===== src/hdl/cfr_pkg.sv =====
package cfr_pkg;

  typedef enum logic [2:0] {
    PH_IDLE    = 3'd0,
    PH_CMD     = 3'd1,
    PH_XLEN    = 3'd2,
    PH_MLEN_LO = 3'd3,
    PH_MLEN_HI = 3'd4,
    PH_PAYLOAD = 3'd5,
    PH_CHECK   = 3'd6
  } phase_t;

  typedef enum logic [1:0] {
    KIND_PAYLOAD = 2'd0,
    KIND_ACCEPT  = 2'd1,
    KIND_REJECT  = 2'd2
  } kind_t;

  typedef enum logic [1:0] {
    CAUSE_NONE     = 2'd0,
    CAUSE_CHECK    = 2'd1,
    CAUSE_UNKNOWN  = 2'd2
  } cause_t;

  typedef enum logic {
    CFG_MAGIC = 1'b0,
    CFG_CAP   = 1'b1
  } cfg_reg_t;

  localparam logic [7:0] MAGIC_RESET = 8'hCD;
  localparam logic [7:0] CAP_RESET   = 8'd40;
  localparam logic [6:0] CHECK_MASK  = 7'h7F;

  localparam logic [7:0] CMD_QUERY   = 8'h71;  // 'q'
  localparam logic [7:0] CMD_VERSION = 8'h76;  // 'v'
  localparam logic [7:0] CMD_PING    = 8'h70;  // 'p'
  localparam logic [7:0] CMD_UPPER_C = 8'h43;  // 'C'
  localparam logic [7:0] CMD_UPPER_S = 8'h53;  // 'S'
  localparam logic [7:0] CMD_XFER    = 8'h78;  // 'x'
  localparam logic [7:0] CMD_UPPER_X = 8'h58;  // 'X'
  localparam logic [7:0] CMD_MEMORY  = 8'h6D;  // 'm'

endpackage


===== src/hdl/command_frame_receiver.sv =====
// Command frame receiver.
// Input channel: rx_byte with in_valid / in_stall, one received byte per
// transaction. Output channel: kind, command_code, payload_byte,
// payload_index and reject_cause with out_valid / out_stall, one result per
// transaction. Each payload byte gives a result with its index, and each frame
// ends in an accept or a reject result; magic and length bytes give none.
// Configuration: cfg_valid / cfg_ready with cfg_index (0 request magic,
// 1 short payload cap) and cfg_data. cfg_ready is always high.
// A result appears on the outputs in the cycle after its byte is accepted.
// Throughput is one byte per cycle when not stalled: the frame state and the
// output register both update in the cycle that a byte is accepted.
// When the receiver stalls with a result held, in_stall rises and no byte is
// taken until that result leaves; a byte that gives no result still cannot
// be taken while the output register is full and stalled.
// Reset (rst, synchronous) returns to waiting for the magic byte, empties the
// output register and restores magic 0xCD and cap 40.
module command_frame_receiver
  import cfr_pkg::*;
(
  input  logic        clk,
  input  logic        rst,
  input  logic        in_valid,
  output logic        in_stall,
  input  logic [7:0]  rx_byte,
  output logic        out_valid,
  input  logic        out_stall,
  output kind_t       kind,
  output logic [7:0]  command_code,
  output logic [7:0]  payload_byte,
  output logic [15:0] payload_index,
  output cause_t      reject_cause,
  input  logic        cfg_valid,
  output logic        cfg_ready,
  input  cfg_reg_t    cfg_index,
  input  logic [7:0]  cfg_data
);

  logic [7:0]  request_magic;
  logic [7:0]  short_payload_cap;

  phase_t      phase, phase_next;
  logic [7:0]  current_command, current_command_next;
  logic [15:0] payload_length, payload_length_next;
  logic [15:0] bytes_taken, bytes_taken_next;
  logic [6:0]  check_accumulator, check_accumulator_next;

  logic        accept;
  logic        emit;
  kind_t       kind_next;
  logic [7:0]  byte_next;
  logic [15:0] index_next;
  cause_t      cause_next;
  logic [15:0] length_sel;
  logic [15:0] taken_inc;

  assign cfg_ready = 1'b1;
  assign in_stall  = out_valid && out_stall;
  assign accept    = in_valid && !in_stall;
  assign taken_inc = bytes_taken + 16'd1;

  always_comb begin
    phase_next             = phase;
    current_command_next   = current_command;
    payload_length_next    = payload_length;
    bytes_taken_next       = bytes_taken;
    check_accumulator_next = check_accumulator;
    emit                   = 1'b0;
    kind_next              = KIND_PAYLOAD;
    byte_next              = 8'd0;
    index_next             = 16'd0;
    cause_next             = CAUSE_NONE;
    length_sel             = 16'd0;

    case (phase)
      PH_CMD: begin
        current_command_next = rx_byte;
        if (rx_byte inside {CMD_QUERY, CMD_VERSION, CMD_PING, CMD_UPPER_C,
                            CMD_UPPER_S}) begin
          check_accumulator_next = (request_magic[6:0] | rx_byte[6:0]) & CHECK_MASK;
          phase_next = PH_CHECK;
        end else if (rx_byte inside {CMD_XFER, CMD_UPPER_X}) begin
          phase_next = PH_XLEN;
        end else if (rx_byte == CMD_MEMORY) begin
          phase_next = PH_MLEN_LO;
        end else begin
          phase_next = PH_IDLE;
          emit       = 1'b1;
          kind_next  = KIND_REJECT;
          cause_next = CAUSE_UNKNOWN;
        end
      end
      PH_XLEN: begin
        // The check starts from the length as sent, not as capped.
        length_sel = {8'd0, (rx_byte < short_payload_cap) ? rx_byte : short_payload_cap};
        payload_length_next    = length_sel;
        bytes_taken_next       = 16'd0;
        check_accumulator_next = rx_byte[6:0];
        phase_next = (length_sel == 16'd0) ? PH_CHECK : PH_PAYLOAD;
      end
      PH_MLEN_LO: begin
        payload_length_next = {8'd0, rx_byte};
        phase_next          = PH_MLEN_HI;
      end
      PH_MLEN_HI: begin
        length_sel = {rx_byte, payload_length[7:0]};
        payload_length_next    = length_sel;
        bytes_taken_next       = 16'd0;
        check_accumulator_next = length_sel[6:0];
        phase_next = (length_sel == 16'd0) ? PH_CHECK : PH_PAYLOAD;
      end
      PH_PAYLOAD: begin
        check_accumulator_next = check_accumulator | rx_byte[6:0];
        bytes_taken_next       = taken_inc;
        if (taken_inc >= payload_length) begin
          phase_next = PH_CHECK;
        end
        emit       = 1'b1;
        kind_next  = KIND_PAYLOAD;
        byte_next  = rx_byte;
        index_next = bytes_taken;
      end
      PH_CHECK: begin
        phase_next = PH_IDLE;
        emit       = 1'b1;
        // A check byte with bit 7 set never matches.
        if (rx_byte == {1'b0, check_accumulator}) begin
          kind_next = KIND_ACCEPT;
        end else begin
          kind_next  = KIND_REJECT;
          cause_next = CAUSE_CHECK;
        end
      end
      default: begin
        phase_next = (rx_byte == request_magic) ? PH_CMD : PH_IDLE;
      end
    endcase
  end

  always_ff @(posedge clk) begin
    if (rst) begin
      request_magic     <= MAGIC_RESET;
      short_payload_cap <= CAP_RESET;
    end else if (cfg_valid && cfg_ready) begin
      case (cfg_index)
        CFG_MAGIC: request_magic     <= cfg_data;
        CFG_CAP:   short_payload_cap <= cfg_data;
        default:   request_magic     <= request_magic;
      endcase
    end
  end

  always_ff @(posedge clk) begin
    if (rst) begin
      phase             <= PH_IDLE;
      current_command   <= 8'd0;
      payload_length    <= 16'd0;
      bytes_taken       <= 16'd0;
      check_accumulator <= 7'd0;
    end else if (accept) begin
      phase             <= phase_next;
      current_command   <= current_command_next;
      payload_length    <= payload_length_next;
      bytes_taken       <= bytes_taken_next;
      check_accumulator <= check_accumulator_next;
    end
  end

  always_ff @(posedge clk) begin
    if (rst) begin
      out_valid <= 1'b0;
    end else if (accept && emit) begin
      out_valid <= 1'b1;
    end else if (!out_stall) begin
      out_valid <= 1'b0;
    end
  end

  always_ff @(posedge clk) begin
    if (accept && emit) begin
      kind          <= kind_next;
      command_code  <= current_command_next;
      payload_byte  <= byte_next;
      payload_index <= index_next;
      reject_cause  <= cause_next;
    end
  end

  // Payload phase always has at least one byte still to come.
  assert property (@(posedge clk) disable iff (rst)
    phase == PH_PAYLOAD |-> bytes_taken < payload_length)
    else $error("payload phase with no bytes left");

  // A reject always carries a cause, and only a reject does.
  assert property (@(posedge clk) disable iff (rst)
    out_valid |-> ((kind == KIND_REJECT) == (reject_cause != CAUSE_NONE)))
    else $error("reject cause does not match kind");

  // Non-payload results carry zero data and index.
  assert property (@(posedge clk) disable iff (rst)
    out_valid && kind != KIND_PAYLOAD |-> payload_byte == 8'd0 && payload_index == 16'd0)
    else $error("frame result carries payload data");

  // An unknown command always sends the receiver back to waiting for magic.
  assert property (@(posedge clk) disable iff (rst)
    accept && phase == PH_CMD && emit |=> phase == PH_IDLE)
    else $error("unknown command did not end the frame");

endmodule

===== config.mk =====
export PLATFORM = sky130hd
export DESIGN_NAME = command_frame_receiver
export DESIGN_NICKNAME = d
export VERILOG_FILES = /design/src/hdl/cfr_pkg.sv /design/src/hdl/command_frame_receiver.sv
export SDC_FILE = /design/constraint.sdc
export NUM_CORES = 1
export LEC_CHECK = 0
export ABC_AREA = 1
export BUFFER_PORTS_ARGS = -buffer_cell sky130_fd_sc_hd__buf_2
export CORE_MARGIN = 2
export CORE_UTILIZATION = 30
export DETAILED_ROUTE_END_ITERATION = 8
export PLACE_DENSITY = 0.43
export SKIP_CTS_REPAIR_TIMING = 1
export SLEW_MARGIN = 20
export SYNTH_ARGS = -nofsm -noshare
export SYNTH_HDL_FRONTEND = slang
export SYNTH_SLANG_ARGS = --single-unit

===== constraint.sdc =====
create_clock -name clk -period 2.9 [get_ports clk]
set_input_delay 0.29 -clock clk [delete_from_list [all_inputs] [get_ports clk]]
set_output_delay 0.29 -clock clk [all_outputs]
set_load 0.01 [all_outputs]

# After elaboration in Yosys (flattened, before gate mapping)

Index checks and enable logic that the tools add are counted.

$add $sub $neg: 1
Magnitude comparators: 2
Equality and inequality tests: 19
Multiplexer cells: 27
Bitwise operators: 4
Reduce and logical (&&, ||, !) cells: 21

Operators by type and width:

| operator              | number |
|---|---|
| $eq 8x7->1 const B    | 8 |
| $pmux 16 s3           | 1 |
| $pmux 16 s2           | 1 |
| $pmux 7 s4            | 1 |
| $pmux 3 s6            | 1 |
| $add 16x1->16 const B | 1 |
| $ge 16x16->1          | 1 |
| $logic_not 16->1      | 1 |
| $mux 2                | 8 |
| $mux 8                | 2 |
| $or 7x7->7            | 2 |
| $reduce_and 2->1      | 5 |
| $eq 3x3->1 const B    | 3 |
| $eq 8x7->1            | 1 |
| $eq 8x8->1            | 1 |
| $logic_not 8->1       | 1 |
| $lt 8x8->1            | 1 |
| $pmux 2 s2            | 2 |
| $mux 1                | 7 |
| $mux 7                | 1 |
| $eq 3x2->1 const B    | 2 |
| $mux 3                | 2 |
| $reduce_and 3->1      | 2 |
| $reduce_bool 2->1     | 3 |
| other kinds (11)      | 16 |

Bits in registers: 103
Output and inout port bits: 39
Word-level logic and storage cells: 88

# Depth between registers and ports, before layout

Gate-level depths: netlist of run 1.

Depth after elaboration: 7
Mapped depth: 18
Depth with buffers taken out: 18

# Worst setup path before layout of run 1

No wires, ideal clock.

Kind: register to register
Start: register bytes_taken[0]
End: register phase[1]
Library setup time: 0.067 ns
Arrival time: 2.520 ns
Setup slack: 0.313 ns
Cell stages (with the launch flop): 18
Cells stage by stage: dfxtp_1 > inv_1 > nor3_2 > nand2_1 > nor2_2 > nand4_1 > nor2_2 > nand4_1 > xor2_1 > ha_1 > nand4_1 > nor3_1 > nand3_1 > nand4_1 > nand2_1 > nor2_1 > nand2_1 > a21oi_2

Cells in the longest elaborated chain, start to end: 4

RTL lines:

| item                              | RTL line                      | text |
|---|---|---|
| from (decl)                       | command_frame_receiver.sv:44  | `logic [15:0] bytes_taken, bytes_taken_next;` |
| from (signal assigned)            | command_frame_receiver.sv:163 | `bytes_taken <= bytes_taken_next;` |
| $add 16x1->16                     | command_frame_receiver.sv:59  | `assign taken_inc = bytes_taken + 16'd1;` |
| $ge 16x16->1                      | command_frame_receiver.sv:114 | `if (taken_inc >= payload_length) begin` |
| $ne 2x2->1 (no source line)       | n/a                           |  |
| $reduce_and 2->1 (no source line) | n/a                           |  |
| to (signal assigned)              | command_frame_receiver.sv:160 | `phase <= phase_next;` |
| to (decl)                         | command_frame_receiver.sv:41  | `phase_t phase, phase_next;` |

No other way between the ends.
A chain may end at the register's enable or synchronous reset.

# Final worst setup path of run 1

Start: register bytes_taken[0]
End: register phase[2]

The elaborated chain is that of the path after synthesis.

==> qor.csv, run 1 <==
stage,metric,value,unit
status,status,"complete, no violations",
worst_setup_path,Worst Path Arrival,3.14,ns
worst_setup_path,buffers plus inverters on the worst setup path,1,
clock_tree,clock tree sinks,103,
floorplanning,row cnt,49,
floorplanning,area of the die,19500,µm²
synthesis,most frequent cell after synthesis,sky130_fd_sc_hd__nand2_1,
worst_setup_path,critical path startpoint category,flip-flop,
grt,initial antenna violation count,0,
floorplanning,overall die height,140,µm
routing,first drt pass iteration count,4,
sta,FMAX,0.350,GHz
sta,hold slack final,0.163,ns
routing,Detail Route Antenna Nets,0,
grt,pin count of the biggest net entering global routing,41,
worst_setup_path,Worst Path Required,3.19,ns
power_and_ir_drop,P_leak,2.73,nW
power_and_ir_drop,pwr dens,484,nW/µm²
power_and_ir_drop,Overall Power,0.00311,W
finish,diodes inserted,0,
synthesis,cells taking the most area after synthesis,"sky130_fd_sc_hd__dfxtp_1 (24%), sky130_fd_sc_hd__edfxtp_1 (20%), sky130_fd_sc_hd__nand2_1 (9.3%), sky130_fd_sc_hd__inv_1 (6.9%), sky130_fd_sc_hd__ha_1 (5.4%)",
synthesis,Netlist cell types,40,
sta,part of the cycle the worst path needs,98.5,%
grt,total track usage,16.3,%
synthesis,library cell with the largest summed area after synthesis,sky130_fd_sc_hd__dfxtp_1,
worst_setup_path,Critical-path top delay cell,sky130_fd_sc_hd__dfxtp_2,
finish,final-layout fill cell count,1964,
worst_setup_path,Critical Setup Path Class,flip-flop to flip-flop,
synthesis,Mapped Nets,753,
synthesis,share of the synthesized area in the top cell type,24.2,%
grt,global-route wire length before repair,25200,µm
clock_tree,htree depth,3,
routing,initial drt markers,336,
job,total of max-cap violations,0,
synthesis,ranking of synthesized cells by instance count,"sky130_fd_sc_hd__nand2_1 (137), sky130_fd_sc_hd__inv_1 (101), sky130_fd_sc_hd__nor2_1 (70)",
routing,remaining design rule violation count,0,
finish,area grow syn2layout,16.1,%
worst_setup_path,critical path's most frequent cell,sky130_fd_sc_hd__nand4_1,
synthesis,fraction of registers with async set or reset after synthesis,0,%
sta,Worst Skew,0.00744,ns
synthesis,"Avg Cell Area, Syn",7.83,µm²
clock_tree,Inserted Clock Buffers,9,
routing,drt total wl,15600,µm
sta,final period demand of the worst path,2.86,ns
sta,unrepaired setup endpoints after global routing,true,
synthesis,Main synth FF type,sky130_fd_sc_hd__dfxtp_1,
clock_tree,CTS tree,done,
floorplanning,I/O pin count,61,
sta,final count of negative-setup-slack endpoints,0,
worst_setup_path,Worst path top cell family by delay,simple AND/OR/NAND/NOR gates,
sta,transition time of the tightest slew-check pin,0.875,ns
place,Final HPWL DP,11400,µm
power_and_ir_drop,worst ir drop on vdd,0.278,mV
routing,per-cell via count in the routed design,4.83,
sta,Fin. Hold Viols,0,
clock_tree,number of buffers between clock root and the deepest sink,2,
synthesis,area of the mapped netlist,5530,µm²
synthesis,number of cells produced by synthesis,707,
sta,setup TNS after final layout,0,ns
place,Port Buffers,59,
floorplanning,die extent in x,140,µm
grt,final global-route overflow total,0,
routing,count of vias placed by the detailed router,4812,
worst_setup_path,worst-path maximum fanout,5,
floorplanning,Starting Density,30.7,%
clock_tree,"CTS clk-pin slew, worst paths",0.07,ns
worst_setup_path,Max stage delay on crit path,0.36,ns
clock_tree,Clock Latency Late Sink,0.36,ns
worst_setup_path,"Critical Path, Cell by Cell",inv_2 -> nor3_4 -> nand2_2 -> nor2_4 -> nand4_1 -> nor2_2 -> nand4_1 -> xor2_1 -> ha_1 -> nand4_1 -> nor3_2 -> nand3_1 -> nand4_1 -> nand2_2 -> nor2_2 -> nand2_1 -> a21oi_1,
synthesis,number of synthesized flops with an enable pin,36,
clock_tree,clock root buffer,sky130_fd_sc_hd__clkbuf_16,
worst_hold_path,path category of the worst min-delay check,primary input to flip-flop,
synthesis,total number of yosys warnings,0,
finish,number of nets in the layout,808,
routing,DR WL/cell,15.6,µm
synthesis,"flops & latches, synth",103,
finish,fraction of final layout cells sized beyond drive strength 1,16.7,%
synthesis,register area share after synthesis,43.8,%
floorplanning,standard cell core area,18000,µm²
grt,number of global-route vias before repair,4614,
sta,Max Slew Vio Count,0,
place,routability cong.,0.872,
worst_setup_path,element type at the critical path end,flip-flop,
sta,worst max-slew margin expressed relative to the limit,41.6,%
-- kinds of logic (layout without fill, tap and decap cells) --
kind of cell	after synthesis	count (layout)	share of synthesized area, %
and+or+nand+nor	281	281	23.2
AOI/OAI and AO/OA	140	140	13.8
buffers and inverters	135	195	10.0
DFF	103	103	43.8
adders and majority gates	24	24	5.43
xor gates and xnor gates	23	23	3.64
other	1	1	0.0678
-- worst register-to-register path, stage by stage, from the launching register on --
cell and delay [ns]:
sky130_fd_sc_hd__dfxtp_2 0.36, sky130_fd_sc_hd__inv_2 0.06, sky130_fd_sc_hd__nor3_4 0.23, sky130_fd_sc_hd__nand2_2 0.09
sky130_fd_sc_hd__nor2_4 0.11, sky130_fd_sc_hd__nand4_1 0.17, sky130_fd_sc_hd__nor2_2 0.20, sky130_fd_sc_hd__nand4_1 0.12
sky130_fd_sc_hd__xor2_1 0.17, sky130_fd_sc_hd__ha_1 0.33, sky130_fd_sc_hd__nand4_1 0.13, sky130_fd_sc_hd__nor3_2 0.22
sky130_fd_sc_hd__nand3_1 0.10, sky130_fd_sc_hd__nand4_1 0.11, sky130_fd_sc_hd__nand2_2 0.10, sky130_fd_sc_hd__nor2_2 0.11
sky130_fd_sc_hd__nand2_1 0.06, sky130_fd_sc_hd__a21oi_1 0.13
-- flip-flops by register name (all words and copies together), names as in the netlist --
name,flops
check_accumulator,7
payload_byte,8
reject_cause,2
bytes_taken,16
payload_length,16
short_payload_cap,8
phase,3
payload_index,16
current_command,8
out_valid,1
kind,2
command_code,8
request_magic,8
-- metal layers --
layer | up-vias | global-route usage (%) | wire length [µm]
met2 | 102 | 25.0 | 6900
met5 | - | 0 | 0
li1 | 2421 | - | -
met4 | 0 | 6.05 | 277
met3 | 15 | 2.34 | 567
met1 | 2274 | 23.3 | 7830
-- area by class of cell --
cell class | instances | area (µm²) | area share (%)
timing repair buffer | 71 | 398 | 6.19
clock inverter | 6 | 92.6 | 1.44
multi-input combinational | 469 | 2590 | 40.3
inverter | 108 | 408 | 6.35
tap | 229 | 287 | 4.46
sequential | 103 | 2420 | 37.7
clock buffer | 10 | 229 | 3.56
-- through the flow --
stage	util [%]	cells	instance area [µm²]	setup slack (ns)
4_1_cts	35.3	993	6370	-0.140
2_1_floorplan	-	707	5530	0.313
5_1_grt	35.7	996	6430	-0.178
3_5_place_dp	33.6	977	6050	-0.0947
6_report	35.7	996	6430	0.0431
3_3_place_gp	33.6	977	6050	0.0743
-- placed cells by master, fill, tap and decap left out, types with 7 or more instances in the layout --
master	count
sky130_fd_sc_hd__a21oi_1	58
sky130_fd_sc_hd__a31oi_1	8
sky130_fd_sc_hd__buf_2	59
sky130_fd_sc_hd__buf_4	11
sky130_fd_sc_hd__clkbuf_16	9
sky130_fd_sc_hd__dfxtp_1	65
sky130_fd_sc_hd__edfxtp_1	36
sky130_fd_sc_hd__ha_1	24
sky130_fd_sc_hd__inv_1	100
sky130_fd_sc_hd__inv_2	7
sky130_fd_sc_hd__nand2_1	135
sky130_fd_sc_hd__nand2_2	7
sky130_fd_sc_hd__nand3_1	33
sky130_fd_sc_hd__nand4_1	9
sky130_fd_sc_hd__nor2_1	69
sky130_fd_sc_hd__o21ai_0	42
sky130_fd_sc_hd__o21ai_1	7
sky130_fd_sc_hd__o22ai_1	12
sky130_fd_sc_hd__xnor2_1	8
sky130_fd_sc_hd__xor2_1	15
-- power breakdown --
group	internal [W]	switching (W)	total [W]
registers	0.00151	0.0000125	0.00152
clock network	0.000762	0.000571	0.00133
logic	0.0000818	0.000174	0.000256
-- final timing paths --
kind	from	to	slack, ns	cells after the start
setup / recovery	bytes_taken[0]$_SDFFE_PP0P_	phase[2]$_SDFFE_PP0P_	0.04	17
hold / removal	cfg_data[3]	request_magic[3]$_SDFFE_PP1P_	0.16	3
setup reg to reg	bytes_taken[0]$_SDFFE_PP0P_	phase[2]$_SDFFE_PP0P_	0.04	17
hold reg to reg	bytes_taken[15]$_SDFFE_PP0P_	bytes_taken[15]$_SDFFE_PP0P_	0.47	2
(Power assumes the default switching activity.)
==> run 2: changes to the inputs <==
CORE_UTILIZATION = 59   (was 30)
PLACE_DENSITY = 0.77   (was 0.43)
==> run 2 against run 1 <==
Against the previous run: the run now ends with negative setup slack left; global-route usage up 11 points; sequential share of layout area is 0.91 points higher; count of clock-buffer cells in the layout rose by 2; non-clock buffer count increased by 8; largest power group unchanged; final area fell by 2.0%; die area shrank 48%; flip-flop and latch count is the same; power shrank 13%.
==> qor.csv, run 2 (same netlist as run 1, synthesis figures left out) <==
stage,metric,value,unit,change
status,status,"finished, violations left",,
floorplanning,standard cell core area,9150,µm²,-49%
clock_tree,Clock Latency Late Sink,0.37,ns,about the same
routing,drt total wl,13600,µm,-13%
floorplanning,Starting Density,60.5,%,+30 points
worst_setup_path,Critical-path top delay cell,sky130_fd_sc_hd__dfxtp_4,,
routing,highest metal layer with signal wires,met4,,
finish,area grow syn2layout,13.8,%,
worst_setup_path,critical path's most frequent cell,sky130_fd_sc_hd__nand4_1,,
sta,setup TNS after final layout,-0.246,ns,-0.246 ns
sta,hold slack final,0.161,ns,-0.00134 ns
worst_setup_path,Max stage delay on crit path,0.38,ns,+0.02 ns
clock_tree,CTS tree,done,,
status,violations in the final reports,negative setup slack,,
finish,post-route core utilization,68.8,%,+33 points
finish,fraction of final layout cells sized beyond drive strength 1,18.7,%,+2.0 points
sta,part of the cycle the worst path needs,103,%,+4.8 points
worst_setup_path,"Critical Path, Cell by Cell",inv_4 -> nor3_4 -> nand2_2 -> nor2_4 -> nand4_1 -> nor2_2 -> buf_4 -> nand2_4 -> xor2_2 -> ha_1 -> nand4_1 -> nor3_2 -> nand2_1 -> nand4_1 -> nand2_2 -> nor2_4 -> nand2_1 -> a21oi_2,,
job,total of max-cap violations,0,,unchanged
worst_setup_path,critical path startpoint category,flip-flop,,
floorplanning,overall die height,101,µm,-28%
worst_setup_path,element type at the critical path end,flip-flop,,
finish,diodes inserted,0,,unchanged
worst_hold_path,path category of the worst min-delay check,primary input to flip-flop,,
routing,metal1 wirelength,5910,µm,-25%
routing,Detail Route Antenna Nets,0,,unchanged
routing,count of vias placed by the detailed router,4816,,+0.083%
routing,remaining design rule violation count,0,,unchanged
routing,initial drt markers,335,,-0.30%
power_and_ir_drop,P_leak,2.76,nW,+1.1%
sta,setup slack after layout,-0.0947,ns,-0.138 ns
clock_tree,htree depth,3,,unchanged
place,Port Buffers,59,,unchanged
sta,final count of negative-setup-slack endpoints,3,,+3
worst_setup_path,Worst path top cell family by delay,simple AND/OR/NAND/NOR gates,,
worst_setup_path,Worst Path Arrival,3.30,ns,+0.16 ns
grt,number of global-route vias before repair,4600,,-0.30%
worst_setup_path,Worst Path Required,3.20,ns,about the same
finish,number of nets in the layout,816,,+0.99%
finish,final-layout fill cell count,754,,-62%
finish,area used by multi-input combinational logic,2660,µm²,+2.9%
grt,total track usage,27.7,%,+11 points
worst_setup_path,worst-path maximum fanout,5,,unchanged
finish,Top Registers,"bytes_taken (16), payload_index (16), payload_length (16)",,
clock_tree,number of buffers between clock root and the deepest sink,2,,unchanged
place,"number of placed instances, taps included",859,,-12%
power_and_ir_drop,worst ir drop on vdd,0.270,mV,-3.0%
worst_setup_path,buffers plus inverters on the worst setup path,2,,+1
grt,final global-route overflow total,0,,unchanged
sta,Max Slew Vio Count,0,,unchanged
sta,transition time of the tightest slew-check pin,0.839,ns,-0.0364 ns
grt,initial antenna violation count,0,,unchanged
worst_setup_path,Critical Setup Path Class,flip-flop to flip-flop,,
floorplanning,row cnt,35,,-29%
finish,"leading cell types in the layout, fill and taps excluded","sky130_fd_sc_hd__nand2_1 (133), sky130_fd_sc_hd__inv_1 (99), sky130_fd_sc_hd__nor2_1 (68), sky130_fd_sc_hd__dfxtp_1 (64), sky130_fd_sc_hd__buf_2 (59)",,
clock_tree,"CTS clk-pin slew, worst paths",0.10,ns,+0.03 ns
sta,worst max-slew margin expressed relative to the limit,44.0,%,+2.4 points
grt,pin count of the biggest net entering global routing,41,,unchanged
sta,final period demand of the worst path,2.99,ns,+0.138 ns
floorplanning,area of the die,10200,µm²,-48%
place,Final HPWL DP,9710,µm,-15%
clock_tree,Inserted Clock Buffers,9,,unchanged
floorplanning,die extent in x,101,µm,-28%
sta,FMAX,0.334,GHz,-4.6%
finish,sequential cell area,2430,µm²,+0.36%
power_and_ir_drop,pwr dens,432,nW/µm²,-11%
sta,Worst Skew,0.00666,ns,-0.000779 ns
finish,Finished Cell Area,6300,µm²,-2.0%
place,"Cell Area, Placed",5890,µm²,-2.6%
sta,Fin. Hold Viols,0,,unchanged
routing,DR WL/cell,15.3,µm,-2.2%
routing,Detail Route met2 WL,6430,µm,-6.7%
grt,global-route wire length before repair,21900,µm,-13%
place,routability cong.,0.938,,+7.6%
clock_tree,clock root buffer,sky130_fd_sc_hd__clkbuf_8,,
floorplanning,I/O pin count,61,,unchanged
finish,"most common cell after layout, fill and taps aside",sky130_fd_sc_hd__nand2_1,,
routing,first drt pass iteration count,5,,+1
finish,number of cells in the finished layout apart from fillers,886,,-11%
sta,unrepaired setup endpoints after global routing,true,,
routing,metal3 WL,999,µm,+76%
clock_tree,clock tree sinks,103,,unchanged
routing,per-cell via count in the routed design,5.44,,+13%
[run 2: changes by cell type in the layout (fill, tap and decap cells not counted), sizes merged]
| cell | before | now |
|---|---|---|
| buf | 71 | 79 |
| bufinv | 2 | 1 |
| clkbuf | 10 | 12 |
| clkinvlp | 2 | 0 |
| inv | 109 | 110 |
[run 2: layer usage]
layer	global-route usage [%]	vias up
met3	4.51	21
met2	45.8	175
li1	-	2434
met5	0	-
met4	9.27	0
met1	37.1	2186
[run 2: final timing paths]
| path | cells past startpoint | end | startpoint | slack [ns] |
|---|---|---|---|---|
| worst max-delay path | 18 | phase[1]$_SDFFE_PP0P_ | bytes_taken[2]$_SDFFE_PP0P_ | -0.09 |
| worst min-delay path | 3 | request_magic[0]$_SDFFE_PP1P_ | cfg_data[0] | 0.16 |
| worst max register to register | 18 | phase[1]$_SDFFE_PP0P_ | bytes_taken[2]$_SDFFE_PP0P_ | -0.09 |
| worst min register to register | 2 | bytes_taken[9]$_SDFFE_PP0P_ | bytes_taken[9]$_SDFFE_PP0P_ | 0.48 |
[run 2: metrics by stage]
step	setup WS [ns]	total power, W
after floorplan	0.313	0.00173
after detailed placement	-0.146	0.00179
after CTS	-0.166	0.00273
final	-0.0947	0.00272
after global placement	0.0537	0.00179
after global routing	-0.297	0.00282
[run 2: area by class of cell]
cell class,instances,area share [%]
inverter,108,6.52
clock buffer,12,2.48
multi-input combinational,469,42.3
clock inverter,4,0.815
sequential,103,38.6
tap,111,2.21
timing repair buffer,79,7.07
[run 2: tightest hold or removal path, stage by stage]
cell	delay [ns]
sky130_fd_sc_hd__buf_2	0.09
sky130_fd_sc_hd__nand2_1	0.05
sky130_fd_sc_hd__nand3_1	0.07
[run 2: where the power goes]
group | internal, W | total, W | switching, W
Sequential | 0.00150 | 0.00152 | 0.0000119
Clock | 0.000457 | 0.000955 | 0.000498
Combinational | 0.0000834 | 0.000248 | 0.000164
Total | 0.00204 | 0.00272 | 0.000675
==> run 3: changes to the inputs <==
CAP_MARGIN = 20   (was default)
CTS_CLUSTER_DIAMETER = 150   (was default)
clock period = 3.08 ns   (was 2.9 ns; I/O delays follow)
==> run 3 against run 2 <==
Against the previous run: the run now ends clean; critical path depth is 1 lower; wire length is 1.1% higher; power is 4.8% lower; final area is 1.7% lower; die area stayed put; maximum frequency is 1.8% higher; via count is 1.8% higher; core utilization is 1.1 points lower; combinational power is 6% lower; first-iteration DRC count is 4.5% higher; cell count is 0.79% lower; critical path type unchanged; largest power group unchanged; highest routed layer unchanged.
==> qor.csv, run 3 (same netlist as run 1, synthesis figures left out) <==
stage,metric,value,unit,change
status,status,"complete, no violations",,
clock_tree,Inserted Clock Buffers,9,,unchanged
power_and_ir_drop,pwr dens,418,nW/µm²,-3.2%
routing,initial drt markers,350,,+4.5%
finish,area grow syn2layout,11.9,%,
clock_tree,Clock Latency Late Sink,0.38,ns,about the same
worst_setup_path,Worst Path Required,3.39,ns,+0.19 ns
sta,FMAX,0.340,GHz,+1.8%
finish,fraction of final layout cells sized beyond drive strength 1,17.3,%,-1.4 points
finish,"leading cell types in the layout, fill and taps excluded","sky130_fd_sc_hd__nand2_1 (135), sky130_fd_sc_hd__inv_1 (99), sky130_fd_sc_hd__nor2_1 (68), sky130_fd_sc_hd__dfxtp_1 (64), sky130_fd_sc_hd__buf_2 (59)",,
worst_setup_path,Worst Path Arrival,3.25,ns,-0.05 ns
finish,Top Registers,"bytes_taken (16), payload_index (16), payload_length (16)",,
worst_setup_path,"Critical Path, Cell by Cell",inv_2 -> nor3_4 -> nand2_2 -> nor2_4 -> nand4_1 -> nor2_4 -> nand4_1 -> xor2_2 -> ha_1 -> nand4_1 -> nor3_2 -> nand3_1 -> nand4_1 -> nand2_2 -> nor2_2 -> nand2_1 -> a21oi_2,,
grt,grt peak-use layer,met2,,
clock_tree,htree depth,3,,unchanged
worst_setup_path,element type at the critical path end,flip-flop,,
grt,final global-route overflow total,0,,unchanged
floorplanning,area of the die,10200,µm²,unchanged
sta,transition time of the tightest slew-check pin,0.842,ns,+0.00324 ns
routing,DR WL/cell,15.6,µm,+1.9%
sta,final count of negative-setup-slack endpoints,0,,-3
clock_tree,number of buffers between clock root and the deepest sink,2,,unchanged
sta,part of the cycle the worst path needs,95.5,%,-7.7 points
sta,worst max-slew margin expressed relative to the limit,43.7,%,-0.29 points
worst_setup_path,critical path startpoint category,flip-flop,,
grt,grt met1 use,36.2,%,-0.91 points
finish,diodes inserted,0,,unchanged
worst_setup_path,Critical Setup Path Class,flip-flop to flip-flop,,
grt,pin count of the biggest net entering global routing,41,,unchanged
finish,number of cells in the finished layout apart from fillers,879,,-0.79%
power_and_ir_drop,net switching component of the power,0.000643,W,-4.6%
clock_tree,"CTS clk-pin slew, worst paths",0.10,ns,about the same
power_and_ir_drop,Overall Power,0.00259,W,-4.8%
finish,"most common cell after layout, fill and taps aside",sky130_fd_sc_hd__nand2_1,,
grt,total track usage,27.7,%,about the same
place,Port Buffers,59,,unchanged
clock_tree,clock root buffer,sky130_fd_sc_hd__clkbuf_8,,
power_and_ir_drop,Seq pwr share,55.2,%,-0.6 points
finish,final-layout fill cell count,791,,+4.9%
floorplanning,row cnt,35,,unchanged
worst_setup_path,Critical-path top delay cell,sky130_fd_sc_hd__dfxtp_4,,
sta,Worst Skew,0.00900,ns,+0.00234 ns
power_and_ir_drop,internal power,0.00194,W,-4.9%
power_and_ir_drop,P_leak,2.70,nW,-2.2%
sta,Max Slew Vio Count,0,,unchanged
power_and_ir_drop,Sw Share,24.9,%,+0.051 points
clock_tree,clock tree sinks,103,,unchanged
grt,GR Layer Usage met3,6.45,%,+1.9 points
worst_hold_path,path category of the worst min-delay check,primary input to flip-flop,,
routing,drt total wl,13700,µm,+1.1%
routing,Detail Route Antenna Nets,0,,unchanged
routing,per-cell via count in the routed design,5.58,,+2.6%
floorplanning,Starting Density,60.5,%,unchanged
power_and_ir_drop,share of power burned in combinational logic,9.0,%,about the same
grt,initial antenna violation count,0,,unchanged
floorplanning,overall die height,101,µm,unchanged
worst_setup_path,critical path's most frequent cell,sky130_fd_sc_hd__nand4_1,,
finish,number of nets in the layout,809,,-0.86%
place,Final HPWL DP,9730,µm,+0.28%
clock_tree,CTS tree,done,,
place,routability cong.,0.947,,+0.87%
sta,Fin. Hold Viols,0,,unchanged
worst_setup_path,worst-path maximum fanout,5,,unchanged
sta,final period demand of the worst path,2.94,ns,-0.0528 ns
worst_setup_path,Max stage delay on crit path,0.36,ns,-0.02 ns
grt,global-route wire length before repair,22100,µm,+1.1%
routing,first drt pass iteration count,5,,unchanged
floorplanning,standard cell core area,9150,µm²,unchanged
power_and_ir_drop,clock power share,35.8,%,+0.7 points
power_and_ir_drop,worst ir drop on vdd,0.252,mV,-6.7%
grt,fraction of met2 tracks used by global routing,45.4,%,-0.41 points
sta,hold slack final,0.169,ns,+0.00753 ns
grt,number of global-route vias before repair,4724,,+2.7%
place,"number of placed instances, taps included",858,,-0.12%
routing,remaining design rule violation count,0,,unchanged
sta,unrepaired setup endpoints after global routing,true,,
floorplanning,I/O pin count,61,,unchanged
floorplanning,die extent in x,101,µm,unchanged
routing,count of vias placed by the detailed router,4901,,+1.8%
job,total of max-cap violations,0,,unchanged
run 3: cell types whose count changed in the layout (fill, tap and decap cells not counted), moves of 2 or more:
| cell | before | now |
|---|---|---|
| sky130_fd_sc_hd__buf_4 | 20 | 13 |
| sky130_fd_sc_hd__ha_4 | 2 | 0 |
| sky130_fd_sc_hd__ha_1 | 22 | 24 |
| sky130_fd_sc_hd__nand2_1 | 133 | 135 |
run 3: stage by stage:
| step | setup TNS [ns] | setup slack, ns | utilization [%] | area, µm² |
|---|---|---|---|---|
| finish | 0 | 0.138 | 67.7 | 6190 |
| global route | -0.205 | -0.0957 | 67.7 | 6190 |
| CTS | -0.0353 | -0.0257 | 66.6 | 6100 |
| detailed placement | 0 | 0.00552 | 64.3 | 5880 |
| global placement | 0 | 0.228 | 64.3 | 5880 |
| floorplan | 0 | 0.493 | - | 5530 |
run 3: worst max-delay path, delay by kind of cell, from the launching register on:
kind / cells / cell delay (ns)
flip-flops: 1 / 0.36
XOR/XNOR: 1 / 0.18
adder cells (fa/ha/maj): 1 / 0.32
AND/OR/NAND/NOR: 13 / 1.84
AO/OA/AOI/OAI: 1 / 0.12
buffers and inverters: 1 / 0.04
run 3: power groups by stage:
stage | Combinational (W) | Clock [W] | Sequential (W)
global route | 0.000264 | 0.000976 | 0.00143
CTS | 0.000231 | 0.000932 | 0.00143
floorplan | 0.000170 | 0 | 0.00146
global placement | 0.000221 | 0 | 0.00146
finish | 0.000234 | 0.000926 | 0.00143
detailed placement | 0.000230 | 0 | 0.00146
run 3: cell type report:
type | count | area, µm² | share of cell area [%]
clock buffer | 12 | 166 | 2.69
clock inverter | 4 | 48.8 | 0.788
inverter | 108 | 408 | 6.59
multi-input combinational | 469 | 2610 | 42.1
sequential | 103 | 2430 | 39.3
tap | 111 | 139 | 2.24
timing repair buffer | 72 | 393 | 6.34
run 3: per-layer routing:
metal,vias up,share of wire (%)
li1,2420,-
met1,2297,44
met2,159,48
met3,25,6.7
met4,0,1.9
met5,-,0
run 3: final timing paths:
kind	startpoint	end	slack, ns	cells after the start
max	bytes_taken[2]$_SDFFE_PP0P_	phase[2]$_SDFFE_PP0P_	0.14	17
min reg2reg	bytes_taken[15]$_SDFFE_PP0P_	bytes_taken[15]$_SDFFE_PP0P_	0.48	2
min	cfg_data[0]	request_magic[0]$_SDFFE_PP1P_	0.17	3
max reg2reg	bytes_taken[2]$_SDFFE_PP0P_	phase[2]$_SDFFE_PP0P_	0.14	17
